===== config.mk =====
export PLATFORM = sky130hd
export DESIGN_NAME = touch_gesture_classifier
export DESIGN_NICKNAME = d
export VERILOG_FILES = /design/src/hdl/tgc_pkg.sv /design/src/hdl/tgc_queue.sv /design/src/hdl/tgc_front.sv /design/src/hdl/tgc_back.sv /design/src/hdl/touch_gesture_classifier.sv
export VERILOG_INCLUDE_DIRS = /design/src /design/src/hdl
export SDC_FILE = /design/constraint.sdc
export NUM_CORES = 2
export LEC_CHECK = 0
export ABC_CLOCK_PERIOD_IN_PS = 29100
export BUFFER_PORTS_ARGS = -buffer_cell sky130_fd_sc_hd__buf_2
export CAP_MARGIN = 10
export CORE_MARGIN = 4
export CORE_UTILIZATION = 48
export CTS_CLUSTER_DIAMETER = 50
export DETAILED_ROUTE_END_ITERATION = 6
export GPL_ROUTABILITY_DRIVEN = 0
export PLACE_DENSITY_LB_ADDON = 0.12
export SLEW_MARGIN = 20
export SYNTH_ARGS = -nofsm -noshare
export SYNTH_HDL_FRONTEND = slang
export SYNTH_SLANG_ARGS = --single-unit

===== constraint.sdc =====
create_clock -name clk -period 29.1 [get_ports clk]
set_clock_uncertainty 0.15 [all_clocks]
set_input_delay 2.91 -clock clk [delete_from_list [all_inputs] [get_ports clk]]
set_output_delay 2.91 -clock clk [all_outputs]
set_load 0.03 [all_outputs]

===== src/hdl/touch_gesture_classifier_macros.svh =====
// Assertion helpers for the RTL; sampled on clk, off while rst_n is low.
`ifndef TOUCH_GESTURE_CLASSIFIER_MACROS_SVH
`define TOUCH_GESTURE_CLASSIFIER_MACROS_SVH

// Same-cycle implication.
`define TGC_CHECK_NOW(lbl, ante, cons, msg) \
    lbl: assert property (@(posedge clk) disable iff (!rst_n) (ante) |-> (cons)) \
        else $error(msg);

// Next-cycle implication.
`define TGC_CHECK_NEXT(lbl, ante, cons, msg) \
    lbl: assert property (@(posedge clk) disable iff (!rst_n) (ante) |=> (cons)) \
        else $error(msg);

`endif


===== src/hdl/tgc_pkg.sv =====
package tgc_pkg;

    localparam int SLOT_LIMIT_DEF = 15;
    localparam int COORD_BITS_DEF = 12;

    localparam int CFG_W   = 13;
    localparam int VEL_W   = 16;
    localparam int ADDR_W  = 5;
    localparam int DATA_W  = 32;
    localparam int STAMP_W = 32;

    typedef enum logic [2:0] {
        REG_JITTER,
        REG_WIDTH,
        REG_HEIGHT,
        REG_VELOCITY,
        REG_LONG,
        REG_TWOTAP
    } reg_idx_t;

    typedef struct packed {
        logic [CFG_W-1:0] jitter;
        logic [CFG_W-1:0] view_w;
        logic [CFG_W-1:0] view_h;
        logic [VEL_W-1:0] min_speed;
        logic [CFG_W-1:0] long_len;
        logic [CFG_W-1:0] pair_gap;
    } cfg_t;

    localparam cfg_t CFG_RESET = '{
        jitter:    CFG_W'(30),
        view_w:    CFG_W'(1404),
        view_h:    CFG_W'(1872),
        min_speed: VEL_W'(20),
        long_len:  CFG_W'(800),
        pair_gap:  CFG_W'(500)
    };

    localparam logic [1:0] ACT_DOWN = 2'd1;
    localparam logic [1:0] ACT_UP   = 2'd2;

    localparam logic MODE_ONE = 1'b0;
    localparam logic MODE_TWO = 1'b1;

    localparam logic [3:0] GEST_TAP_LEFT    = 4'd0;
    localparam logic [3:0] GEST_TAP_RIGHT   = 4'd1;
    localparam logic [3:0] GEST_SWIPE_RIGHT = 4'd2;
    localparam logic [3:0] GEST_SWIPE_LEFT  = 4'd3;
    localparam logic [3:0] GEST_UP          = 4'd4;
    localparam logic [3:0] GEST_UP_LONG     = 4'd5;
    localparam logic [3:0] GEST_DOWN        = 4'd6;
    localparam logic [3:0] GEST_DOWN_LONG   = 4'd7;
    localparam logic [3:0] GEST_TWO_TAP     = 4'd8;

    localparam int TAP_MARGIN  = 100;
    localparam int TOC_SIZE    = 150;
    localparam int VEL_SCALE   = 10;
    // floor(w/3) == (w*10923) >> 15 for every w below 2^15
    localparam int THIRD_RECIP = 10923;
    localparam int THIRD_SHIFT = 15;

endpackage


===== src/hdl/tgc_queue.sv =====
module tgc_queue
    import tgc_pkg::*;
#(
    parameter int WIDTH = 8
)
(
    input  logic             clk,
    input  logic             rst_n,
    input  logic             wr,
    input  logic [WIDTH-1:0] din,
    output logic             full,
    input  logic             rd,
    output logic [WIDTH-1:0] dout,
    output logic             valid
);

    localparam int DEPTH = 2;

    logic [WIDTH-1:0] mem [DEPTH];
    logic             wptr_reg;
    logic             rptr_reg;
    logic [1:0]       count_reg;
    logic             do_wr;
    logic             do_rd;

    assign full  = (count_reg == 2'(DEPTH));
    assign valid = (count_reg != 2'd0);
    assign dout  = mem[rptr_reg];
    assign do_wr = wr && !full;
    assign do_rd = rd && valid;

    always_ff @(posedge clk)
    begin
        if (do_wr)
        begin
            mem[wptr_reg] <= din;
        end
    end

    always_ff @(posedge clk or negedge rst_n)
    begin
        if (!rst_n)
        begin
            wptr_reg  <= 1'b0;
            rptr_reg  <= 1'b0;
            count_reg <= 2'd0;
        end
        else
        begin
            if (do_wr)
            begin
                wptr_reg <= ~wptr_reg;
            end
            if (do_rd)
            begin
                rptr_reg <= ~rptr_reg;
            end
            if (do_wr && !do_rd)
            begin
                count_reg <= count_reg + 2'd1;
            end
            else if (do_rd && !do_wr)
            begin
                count_reg <= count_reg - 2'd1;
            end
        end
    end

endmodule


===== src/hdl/tgc_front.sv =====
module tgc_front
    import tgc_pkg::*;
#(
    parameter int SLOT_LIMIT = SLOT_LIMIT_DEF,
    parameter int COORD_BITS = COORD_BITS_DEF,
    localparam int PTW = 2 * COORD_BITS + STAMP_W,
    localparam int JW  = 1 + 2 * COORD_BITS + 4 * PTW
)
(
    input  logic                  clk,
    input  logic                  rst_n,
    input  logic                  push,
    input  logic [1:0]            action,
    input  logic [3:0]            slot,
    input  logic [COORD_BITS-1:0] pos_x,
    input  logic [COORD_BITS-1:0] pos_y,
    input  logic [STAMP_W-1:0]    stamp,
    input  logic                  job_full,
    output logic                  job_push,
    output logic [JW-1:0]         job_data
);

    localparam int DEPTH = (SLOT_LIMIT + 1 > 16) ? 16 : SLOT_LIMIT + 1;
    localparam int IW    = $clog2(DEPTH);

    logic [PTW-1:0]    start_reg [DEPTH];
    logic [PTW-1:0]    end_reg   [DEPTH];
    logic signed [7:0] contact_reg, contact_next;
    logic [7:0]        stroke_reg, stroke_next;

    logic              accept;
    logic              slot_ok;
    logic              do_down;
    logic              do_up;
    logic [IW-1:0]     idx;
    logic [PTW-1:0]    new_pt;
    logic [PTW-1:0]    end0;
    logic [PTW-1:0]    end1;
    logic [PTW-1:0]    second;
    logic signed [7:0] base;
    logic signed [7:0] dec;

    assign accept  = push && !job_full;
    assign slot_ok = (int'(slot) <= SLOT_LIMIT);
    assign do_down = accept && slot_ok && (action == ACT_DOWN);
    assign do_up   = accept && slot_ok && (action == ACT_UP);
    assign idx     = slot[IW-1:0];
    assign new_pt  = {pos_x, pos_y, stamp};

    // end points as they stand after this word's write
    assign end0   = (do_up && idx == IW'(0)) ? new_pt : end_reg[0];
    assign end1   = (do_up && idx == IW'(1)) ? new_pt : end_reg[1];
    assign second = (stroke_reg == 8'd2) ? start_reg[1] : end0;

    assign job_data = {((stroke_reg == 8'd2) ? MODE_TWO : MODE_ONE),
                       pos_x, pos_y, start_reg[0], second, end0, end1};

    always_comb
    begin
        contact_next = contact_reg;
        stroke_next  = stroke_reg;
        job_push     = 1'b0;
        base         = contact_reg[7] ? 8'sd0 : contact_reg;
        dec          = (contact_reg != -8'sd128) ? contact_reg - 8'sd1 : contact_reg;
        if (do_down)
        begin
            contact_next = (base != 8'sd127) ? base + 8'sd1 : base;
            stroke_next  = (stroke_reg != 8'd255) ? stroke_reg + 8'd1 : stroke_reg;
        end
        else if (do_up)
        begin
            contact_next = dec;
            if (dec == 8'sd0)
            begin
                stroke_next = 8'd0;
                job_push    = (stroke_reg == 8'd1) || (stroke_reg == 8'd2);
            end
        end
    end

    always_ff @(posedge clk or negedge rst_n)
    begin
        if (!rst_n)
        begin
            contact_reg <= 8'sd0;
            stroke_reg  <= 8'd0;
            for (int i = 0; i < DEPTH; i++)
            begin
                start_reg[i] <= '0;
                end_reg[i]   <= '0;
            end
        end
        else
        begin
            contact_reg <= contact_next;
            stroke_reg  <= stroke_next;
            if (do_down)
            begin
                start_reg[idx] <= new_pt;
            end
            if (do_up)
            begin
                end_reg[idx] <= new_pt;
            end
        end
    end

endmodule


===== src/hdl/tgc_back.sv =====
module tgc_back
    import tgc_pkg::*;
#(
    parameter int COORD_BITS = COORD_BITS_DEF,
    localparam int PTW = 2 * COORD_BITS + STAMP_W,
    localparam int JW  = 1 + 2 * COORD_BITS + 4 * PTW
)
(
    input  logic          clk,
    input  logic          rst_n,
    input  cfg_t          cfg,
    input  logic          job_valid,
    input  logic [JW-1:0] job_data,
    output logic          job_pop,
    input  logic          pop,
    output logic          empty,
    output logic [3:0]    gesture
);

    `include "touch_gesture_classifier_macros.svh"

    localparam int C   = COORD_BITS;
    localparam int DW  = C + 1;
    localparam int SQW = 2 * DW;
    localparam int RTW = C + 1;
    localparam int RMW = C + 3;
    localparam int NIT = C + 1;
    localparam int NW  = C + 5;
    localparam int CW  = $clog2(NW + 1);
    localparam int XW  = (RTW > CFG_W) ? RTW : CFG_W;
    localparam int VW  = (NW > VEL_W) ? NW : VEL_W;

    typedef enum logic [2:0] {
        S_IDLE,
        S_LOAD,
        S_MULX,
        S_MULY,
        S_SQRT,
        S_DIV,
        S_DECIDE
    } state_t;

    state_t                st_reg;
    logic [JW-1:0]         job_reg;
    logic                  pass_reg;
    logic signed [DW-1:0]  dx_reg;
    logic signed [DW-1:0]  dy_reg;
    logic [STAMP_W-1:0]    dt_reg;
    logic [SQW-1:0]        sq_reg;
    logic [SQW-1:0]        rad_reg;
    logic [RTW-1:0]        root_reg;
    logic [RMW-1:0]        rem_reg;
    logic [CW-1:0]         cnt_reg;
    logic [RTW-1:0]        d0_reg;
    logic [NW-1:0]         num_reg;
    logic [NW-1:0]         quo_reg;
    logic [STAMP_W-1:0]    drem_reg;
    logic                  out_valid_reg;
    logic [3:0]            gesture_reg;

    logic                  mode;
    logic [C-1:0]          lx;
    logic [C-1:0]          ly;
    logic [PTW-1:0]        pa;
    logic [PTW-1:0]        pb;
    logic [STAMP_W-1:0]    dt_raw;
    logic signed [SQW-1:0] px;
    logic signed [SQW-1:0] py;
    logic [RMW+1:0]        rem_try;
    logic [RMW+1:0]        trial;
    logic                  sq_ge;
    logic [RTW-1:0]        root_next;
    logic [STAMP_W:0]      dr_try;
    logic                  dv_ge;
    logic                  emit;

    logic signed [DW-1:0]  ax;
    logic signed [DW-1:0]  ay;
    logic                  lng;
    logic [RTW-1:0]        delta;
    logic [26:0]           nav_prod;
    logic signed [17:0]    nav;
    logic signed [17:0]    sx;
    logic signed [17:0]    sy;
    logic signed [17:0]    toc;
    logic                  has;
    logic [3:0]            code;

    assign mode = job_reg[JW-1];
    assign lx   = job_reg[JW-2 -: C];
    assign ly   = job_reg[JW-2-C -: C];
    assign pa   = pass_reg ? job_reg[2*PTW-1 -: PTW] : job_reg[4*PTW-1 -: PTW];
    assign pb   = pass_reg ? job_reg[PTW-1 -: PTW]   : job_reg[3*PTW-1 -: PTW];
    assign dt_raw = pb[STAMP_W-1:0] - pa[STAMP_W-1:0];

    assign px = dx_reg * dx_reg;
    assign py = dy_reg * dy_reg;

    // one root bit per cycle
    assign rem_try   = {rem_reg, rad_reg[SQW-1 -: 2]};
    assign trial     = (RMW + 2)'({root_reg, 2'b01});
    assign sq_ge     = (rem_try >= trial);
    assign root_next = {root_reg[RTW-2:0], sq_ge};

    // one quotient bit per cycle
    assign dr_try = {drem_reg, num_reg[NW-1]};
    assign dv_ge  = (dr_try >= {1'b0, dt_reg});

    assign job_pop = (st_reg == S_IDLE) && job_valid;
    assign empty   = !out_valid_reg;
    assign gesture = gesture_reg;
    assign emit    = (st_reg == S_DECIDE) && has && (!out_valid_reg || pop);

    always_comb
    begin
        ax       = dx_reg[DW-1] ? -dx_reg : dx_reg;
        ay       = dy_reg[DW-1] ? -dy_reg : dy_reg;
        lng      = XW'(root_reg) > XW'(cfg.long_len);
        delta    = (root_reg >= d0_reg) ? root_reg - d0_reg : d0_reg - root_reg;
        nav_prod = 27'(cfg.view_w) * 27'(THIRD_RECIP);
        nav      = 18'(nav_prod >> THIRD_SHIFT);
        sx       = 18'(lx);
        sy       = 18'(ly);
        toc      = 18'(cfg.view_h) - 18'(TOC_SIZE);
        has      = 1'b0;
        code     = GEST_TAP_LEFT;
        if (mode == MODE_ONE)
        begin
            if (XW'(root_reg) < XW'(cfg.jitter))
            begin
                if (sy > 18'(TAP_MARGIN) && sx > 18'(TAP_MARGIN))
                begin
                    if (sx < nav)
                    begin
                        // lower-left corner stays quiet
                        has  = !(sy > toc && sx < 18'(TOC_SIZE));
                        code = GEST_TAP_LEFT;
                    end
                    else if (sx > (nav <<< 1))
                    begin
                        has  = 1'b1;
                        code = GEST_TAP_RIGHT;
                    end
                end
            end
            else if (VW'(quo_reg) >= VW'(cfg.min_speed))
            begin
                has = 1'b1;
                if (ax > ay)
                begin
                    code = (dx_reg > 0) ? GEST_SWIPE_RIGHT : GEST_SWIPE_LEFT;
                end
                else if (dy_reg > 0)
                begin
                    code = lng ? GEST_DOWN_LONG : GEST_DOWN;
                end
                else
                begin
                    code = lng ? GEST_UP_LONG : GEST_UP;
                end
            end
        end
        else
        begin
            has  = (XW'(root_reg) > XW'(cfg.pair_gap)) &&
                   (XW'(delta) < XW'(cfg.jitter));
            code = GEST_TWO_TAP;
        end
    end

    always_ff @(posedge clk or negedge rst_n)
    begin
        if (!rst_n)
        begin
            st_reg        <= S_IDLE;
            pass_reg      <= 1'b0;
            cnt_reg       <= '0;
            out_valid_reg <= 1'b0;
            gesture_reg   <= GEST_TAP_LEFT;
            job_reg       <= '0;
            dx_reg        <= '0;
            dy_reg        <= '0;
            dt_reg        <= '0;
            sq_reg        <= '0;
            rad_reg       <= '0;
            root_reg      <= '0;
            rem_reg       <= '0;
            d0_reg        <= '0;
            num_reg       <= '0;
            quo_reg       <= '0;
            drem_reg      <= '0;
        end
        else
        begin
            if (emit)
            begin
                out_valid_reg <= 1'b1;
            end
            else if (pop && out_valid_reg)
            begin
                out_valid_reg <= 1'b0;
            end
            case (st_reg)
                S_IDLE:
                begin
                    if (job_valid)
                    begin
                        job_reg  <= job_data;
                        pass_reg <= 1'b0;
                        st_reg   <= S_LOAD;
                    end
                end
                S_LOAD:
                begin
                    dx_reg <= $signed({1'b0, pb[PTW-1 -: C]}) - $signed({1'b0, pa[PTW-1 -: C]});
                    dy_reg <= $signed({1'b0, pb[PTW-1-C -: C]})
                              - $signed({1'b0, pa[PTW-1-C -: C]});
                    dt_reg <= (dt_raw == '0) ? STAMP_W'(1) : dt_raw;
                    st_reg <= S_MULX;
                end
                S_MULX:
                begin
                    sq_reg <= px;
                    st_reg <= S_MULY;
                end
                S_MULY:
                begin
                    rad_reg  <= sq_reg + py;
                    root_reg <= '0;
                    rem_reg  <= '0;
                    cnt_reg  <= '0;
                    st_reg   <= S_SQRT;
                end
                S_SQRT:
                begin
                    rem_reg  <= sq_ge ? RMW'(rem_try - trial) : RMW'(rem_try);
                    root_reg <= root_next;
                    rad_reg  <= rad_reg << 2;
                    if (cnt_reg == CW'(NIT - 1))
                    begin
                        cnt_reg <= '0;
                        if (mode == MODE_ONE)
                        begin
                            num_reg  <= NW'(root_next) * NW'(VEL_SCALE);
                            quo_reg  <= '0;
                            drem_reg <= '0;
                            st_reg   <= S_DIV;
                        end
                        else if (!pass_reg)
                        begin
                            d0_reg   <= root_next;
                            pass_reg <= 1'b1;
                            st_reg   <= S_LOAD;
                        end
                        else
                        begin
                            st_reg <= S_DECIDE;
                        end
                    end
                    else
                    begin
                        cnt_reg <= cnt_reg + CW'(1);
                    end
                end
                S_DIV:
                begin
                    drem_reg <= dv_ge ? STAMP_W'(dr_try - {1'b0, dt_reg})
                                      : dr_try[STAMP_W-1:0];
                    quo_reg  <= {quo_reg[NW-2:0], dv_ge};
                    num_reg  <= num_reg << 1;
                    if (cnt_reg == CW'(NW - 1))
                    begin
                        cnt_reg <= '0;
                        st_reg  <= S_DECIDE;
                    end
                    else
                    begin
                        cnt_reg <= cnt_reg + CW'(1);
                    end
                end
                S_DECIDE:
                begin
                    if (!has)
                    begin
                        st_reg <= S_IDLE;
                    end
                    else if (emit)
                    begin
                        gesture_reg <= code;
                        st_reg      <= S_IDLE;
                    end
                end
                default:
                begin
                    st_reg <= S_IDLE;
                end
            endcase
        end
    end

    `TGC_CHECK_NOW(a_div_rem, st_reg == S_DIV, drem_reg < dt_reg, "divider remainder out of range")
    `TGC_CHECK_NEXT(a_job_load, job_pop, st_reg == S_LOAD, "taken job did not start")
    `TGC_CHECK_NOW(a_out_src, $rose(out_valid_reg), $past(st_reg) == S_DECIDE, "stray result word")

endmodule


===== src/hdl/touch_gesture_classifier.sv =====
// channel   direction  handshake                   payload
// events    in         push / full                 action, slot, pos_x, pos_y, stamp
// gestures  out        empty / pop                 gesture
// config    in         psel, penable, pwrite ...   pwdata / prdata, paddr
//
// Events are taken one per cycle while the two-entry job queue has room.
// A classification runs on a shared square-root / divide unit, one bit per cycle:
// one stroke runs load, square dx, add dy squared, square root, divide, decide;
// two strokes run load, squares and square root for each stroke in turn, then decide.
// rst_n clears counts, slot stores, queues and config to reset values.
// A held result stalls the back end, a full job queue stalls event input.
module touch_gesture_classifier
    import tgc_pkg::*;
#(
    parameter int SLOT_LIMIT = SLOT_LIMIT_DEF,
    parameter int COORD_BITS = COORD_BITS_DEF
)
(
    input  logic                  clk,
    input  logic                  rst_n,
    input  logic                  push,
    output logic                  full,
    input  logic [1:0]            action,
    input  logic [3:0]            slot,
    input  logic [COORD_BITS-1:0] pos_x,
    input  logic [COORD_BITS-1:0] pos_y,
    input  logic [STAMP_W-1:0]    stamp,
    output logic                  empty,
    input  logic                  pop,
    output logic [3:0]            gesture,
    input  logic                  psel,
    input  logic                  penable,
    input  logic                  pwrite,
    input  logic [ADDR_W-1:0]     paddr,
    input  logic [DATA_W-1:0]     pwdata,
    output logic [DATA_W-1:0]     prdata,
    output logic                  pready
);

    localparam int PTW = 2 * COORD_BITS + STAMP_W;
    localparam int JW  = 1 + 2 * COORD_BITS + 4 * PTW;

    cfg_t          cfg_reg;
    reg_idx_t      ridx;
    logic          wr_en;
    logic          job_push;
    logic [JW-1:0] job_in;
    logic          job_full;
    logic          job_pop;
    logic [JW-1:0] job_out;
    logic          job_valid;

    assign pready = 1'b1;
    assign ridx   = reg_idx_t'(paddr[4:2]);
    assign wr_en  = psel && penable && pwrite && pready;
    assign full   = job_full;

    always_comb
    begin
        case (ridx)
            REG_JITTER:   prdata = DATA_W'(cfg_reg.jitter);
            REG_WIDTH:    prdata = DATA_W'(cfg_reg.view_w);
            REG_HEIGHT:   prdata = DATA_W'(cfg_reg.view_h);
            REG_VELOCITY: prdata = DATA_W'(cfg_reg.min_speed);
            REG_LONG:     prdata = DATA_W'(cfg_reg.long_len);
            REG_TWOTAP:   prdata = DATA_W'(cfg_reg.pair_gap);
            default:      prdata = '0;
        endcase
    end

    always_ff @(posedge clk or negedge rst_n)
    begin
        if (!rst_n)
        begin
            cfg_reg <= CFG_RESET;
        end
        else if (wr_en)
        begin
            case (ridx)
                REG_JITTER:   cfg_reg.jitter    <= pwdata[CFG_W-1:0];
                REG_WIDTH:    cfg_reg.view_w    <= pwdata[CFG_W-1:0];
                REG_HEIGHT:   cfg_reg.view_h    <= pwdata[CFG_W-1:0];
                REG_VELOCITY: cfg_reg.min_speed <= pwdata[VEL_W-1:0];
                REG_LONG:     cfg_reg.long_len  <= pwdata[CFG_W-1:0];
                REG_TWOTAP:   cfg_reg.pair_gap  <= pwdata[CFG_W-1:0];
                default:      cfg_reg <= cfg_reg;
            endcase
        end
    end

    tgc_front #(
        .SLOT_LIMIT (SLOT_LIMIT),
        .COORD_BITS (COORD_BITS)
    ) u_front (
        .clk      (clk),
        .rst_n    (rst_n),
        .push     (push),
        .action   (action),
        .slot     (slot),
        .pos_x    (pos_x),
        .pos_y    (pos_y),
        .stamp    (stamp),
        .job_full (job_full),
        .job_push (job_push),
        .job_data (job_in)
    );

    tgc_queue #(
        .WIDTH (JW)
    ) u_queue (
        .clk   (clk),
        .rst_n (rst_n),
        .wr    (job_push),
        .din   (job_in),
        .full  (job_full),
        .rd    (job_pop),
        .dout  (job_out),
        .valid (job_valid)
    );

    tgc_back #(
        .COORD_BITS (COORD_BITS)
    ) u_back (
        .clk       (clk),
        .rst_n     (rst_n),
        .cfg       (cfg_reg),
        .job_valid (job_valid),
        .job_data  (job_out),
        .job_pop   (job_pop),
        .pop       (pop),
        .empty     (empty),
        .gesture   (gesture)
    );

endmodule

==> results.txt <==
DRT antenna net count - 0
clock buffer depth - 3
HPWL after DPL - 117000 um
initial antenna violation count - 9
Worst Path Max Fanout - 29
Routed WL per cell - 19.1 um
sink of the worst hold path - u_queue.mem[1][213]$_DFFE_PP_
Root Driver - clkbuf_16
final count of pins violating max slew - 0
Max Freq - 0.126 GHz
cell mode on critical path - buf_2
Max-Cap Viols - 0
H-tree level count - 4
postcts setup bufs - 0
Critical R2R Launch - cfg_reg[58]$_DFFE_PN1P_
Detailed Routing Iterations Pass 1 - 6
Sequential cell area - 35100 um^2
HP Start - u_front.job_data[213]$_DFFE_PN0P_
Most used DFF post-synth - dfrtp_1
nets - 7692
Seq/Total Area, Yosys - 46.7%
row count - 144
clock transition at the registers of the reported paths - 0.06 ns
Die Ht - 404 um
Starting Density - 48.6%
CTS tree - yes
Area Growth Syn to Fin - 10.9%
Hold Path Depth - 0
Relative slew margins - 27.7%
kind of critical path - in -> out
fin crit share - 27.3%
# DRC - 0
Crit. End Element - output pin
final setup fails - 0
largest net degree at the start of global routing - 155
Synth cell types - 89
Finished Layout Cells - 8903
Avg Synthesized Cell Area - 11.3 um^2
Clock Latency Late Sink - 0.81 ns
Die Wd - 404 um
Hold WC Path Type - reg -> reg
layout cells sized above 1 - 12.2%
# IOs - 145
Port Buffers - 109
First DRT Iteration DRCs - 2500
wirelength, routed - 170000 um
fin crit period - 7.94 ns
Post-synth EDFFs - 498
CTS buffer count - 158
Worst Path Required - 26.04 ns
RSZ-0062 raised after global routing - no
CP arrival - 4.88 ns
R2R Path End - u_back.gesture[0]$_DFFE_PN0P_
Largest register FFs - 498
post-synthesis register bit count - 1301
via/cell ratio - 5.35
Netlist Area Pre-Place - 75100 um^2
Core Region - 155000 um^2
startpoint types - primary input
Least-Margin Pin Slew - 1.08 ns
die area - 163000 um^2
dpl cells - 8602
via count - 47700
outcome - finished, final reports clean
# fillers - 13400
vias in the first global route - 49700
yosys warns - 0
TritonCTS Sinks - 1301
first-pass GRT wire length - 275000 um
Syn Inst Count - 6653
Setup crit start - paddr[2]
Cell Chain, Critical Path - buf_2 > inv_1 > nor2_1 > a21oi_1 > o221ai_1 > buf_2
footprint of the multi-input gates - 36600 um^2
setup TNS - 0 ns
Resized Gates After CTS - 0
critical path's slowest cell - buf_2
GRT Util Overall - 21.3%
CTS Hold Bufs - 0
asr flop ratio synth - 61.7%
worst-case reg-to-reg path depth - 28
total global routing overflow - 0
Hold Vio Cnt, Final - 0
R2R setup slack - 21.46 ns
max incr delay on CP - 0.50 ns
==> Yosys cell counts (19+ instances only) <==
master    instances  share of area [%]
mux2i_1         372                5.0
mux2_2          335                5.0
xor2_1           72               0.84
and2_1           65               0.54
o21a_1           37               0.37
o31ai_1          30               0.30
fa_1            372                9.9
and3_1           24               0.20
nor3_1           52               0.35
nor2_1          362                1.8
nor2b_1          49               0.41
dfrtp_1         776                 26
nand4_1          34               0.28
a22oi_1          33               0.33
a21oi_1         153                1.0
nand2_1         684                3.4
nand2b_1         47               0.39
ha_1            495                8.2
or3_1            19               0.16
a21o_1          108                1.1
dfstp_2          27               0.94
clkbuf_1        248                1.2
nand3_1          73               0.49
edfxtp_1        498                 20
a21boi_0         23               0.23
a31oi_1          30               0.25
xnor2_1         132                1.5
inv_1           648                3.2
o21ai_0         588                3.9
==> cell type report <==
type                       count  share of cell area, %
multi-input combinational   4427                   43.9
timing repair buffer         176                   1.36
inverter                     655                   2.96
clock buffer                 207                   5.17
clock inverter                87                   1.37
antenna                        6                 0.0180
sequential                  1301                   42.1
tap                         2044                   3.07
==> cell families after synthesis <==
logic type               Yosys count  synth area share, %
AND/OR/NAND/NOR                 1472                 8.66
flip-flops                      1301                 46.7
AO/OA/AOI/OAI                   1156                 9.26
buffers and inverters            940                 4.79
adder cells (fa/ha/maj)          869                 18.2
multiplexers                     708                 10.0
XOR/XNOR                         205                 2.41
other                              2              0.00999
==> critical path: cells and delay by family <==
kind	cells	cell delay [ns]
compound gates	2	0.44
buf+inv	3	1.22
simple gates	1	0.29
==> how the worst max path moves through the flow <==
stage / to / slack (ns)
4_1_cts: prdata[9] / 21.25
3_5_place_dp: prdata[6] / 21.25
6_report: prdata[9] / 21.16
5_1_grt: u_back.rad_reg[24]$_DFFE_PN0P_ / 20.84
3_3_place_gp: prdata[6] / 21.26
2_1_floorplan: u_queue.mem[0][0]$_DFFE_PP_ / 12.78
==> metrics by stage <==
| step | hold slack (ns) | worst slack [ns] | util [%] | cell area [um^2] |
|---|---|---|---|---|
| after floorplan | 0.287 | 12.78 | - | 75200 |
| after global placement | 0.291 | 21.26 | 50.3 | 77800 |
| after detailed placement | 0.299 | 21.25 | 50.3 | 77800 |
| after CTS | 0.304 | 21.25 | 53.8 | 83300 |
| after global routing | 0.319 | 20.84 | 53.8 | 83300 |
| final | 0.306 | 21.16 | 53.8 | 83300 |
==> cells in the final DEF (no fill, tap or decap), drive strengths merged, types with 31 or more instances in the layout <==
master,n
dfrtp,776
nand2,684
inv,671
o21ai,590
edfxtp,498
ha,495
mux2i,372
fa,372
nor2,362
mux2,335
clkbuf,207
buf,176
a21oi,153
xnor2,132
a21o,108
nand3,73
xor2,72
and2,65
nor3,52
nor2b,49
nand2b,47
clkinv,47
o21a,37
nand4,34
a22oi,33
o31ai,31
a31oi,31
==> metal layers <==
layer | vias to the layer above | wire length, um | global-route usage, % | part of all wire [%]
met5 | - | 27 | 0 | 0.016
met4 | 4 | 4560 | 6.13 | 2.7
met3 | 248 | 7940 | 4.10 | 4.7
met2 | 750 | 81600 | 35.8 | 48
met1 | 23700 | 75700 | 28.3 | 45
li1 | 23000 | - | - | -
Power is left out: the tool's default activity adds up to more than one toggle a clock period on the data nets, which glitch-free logic cannot reach.
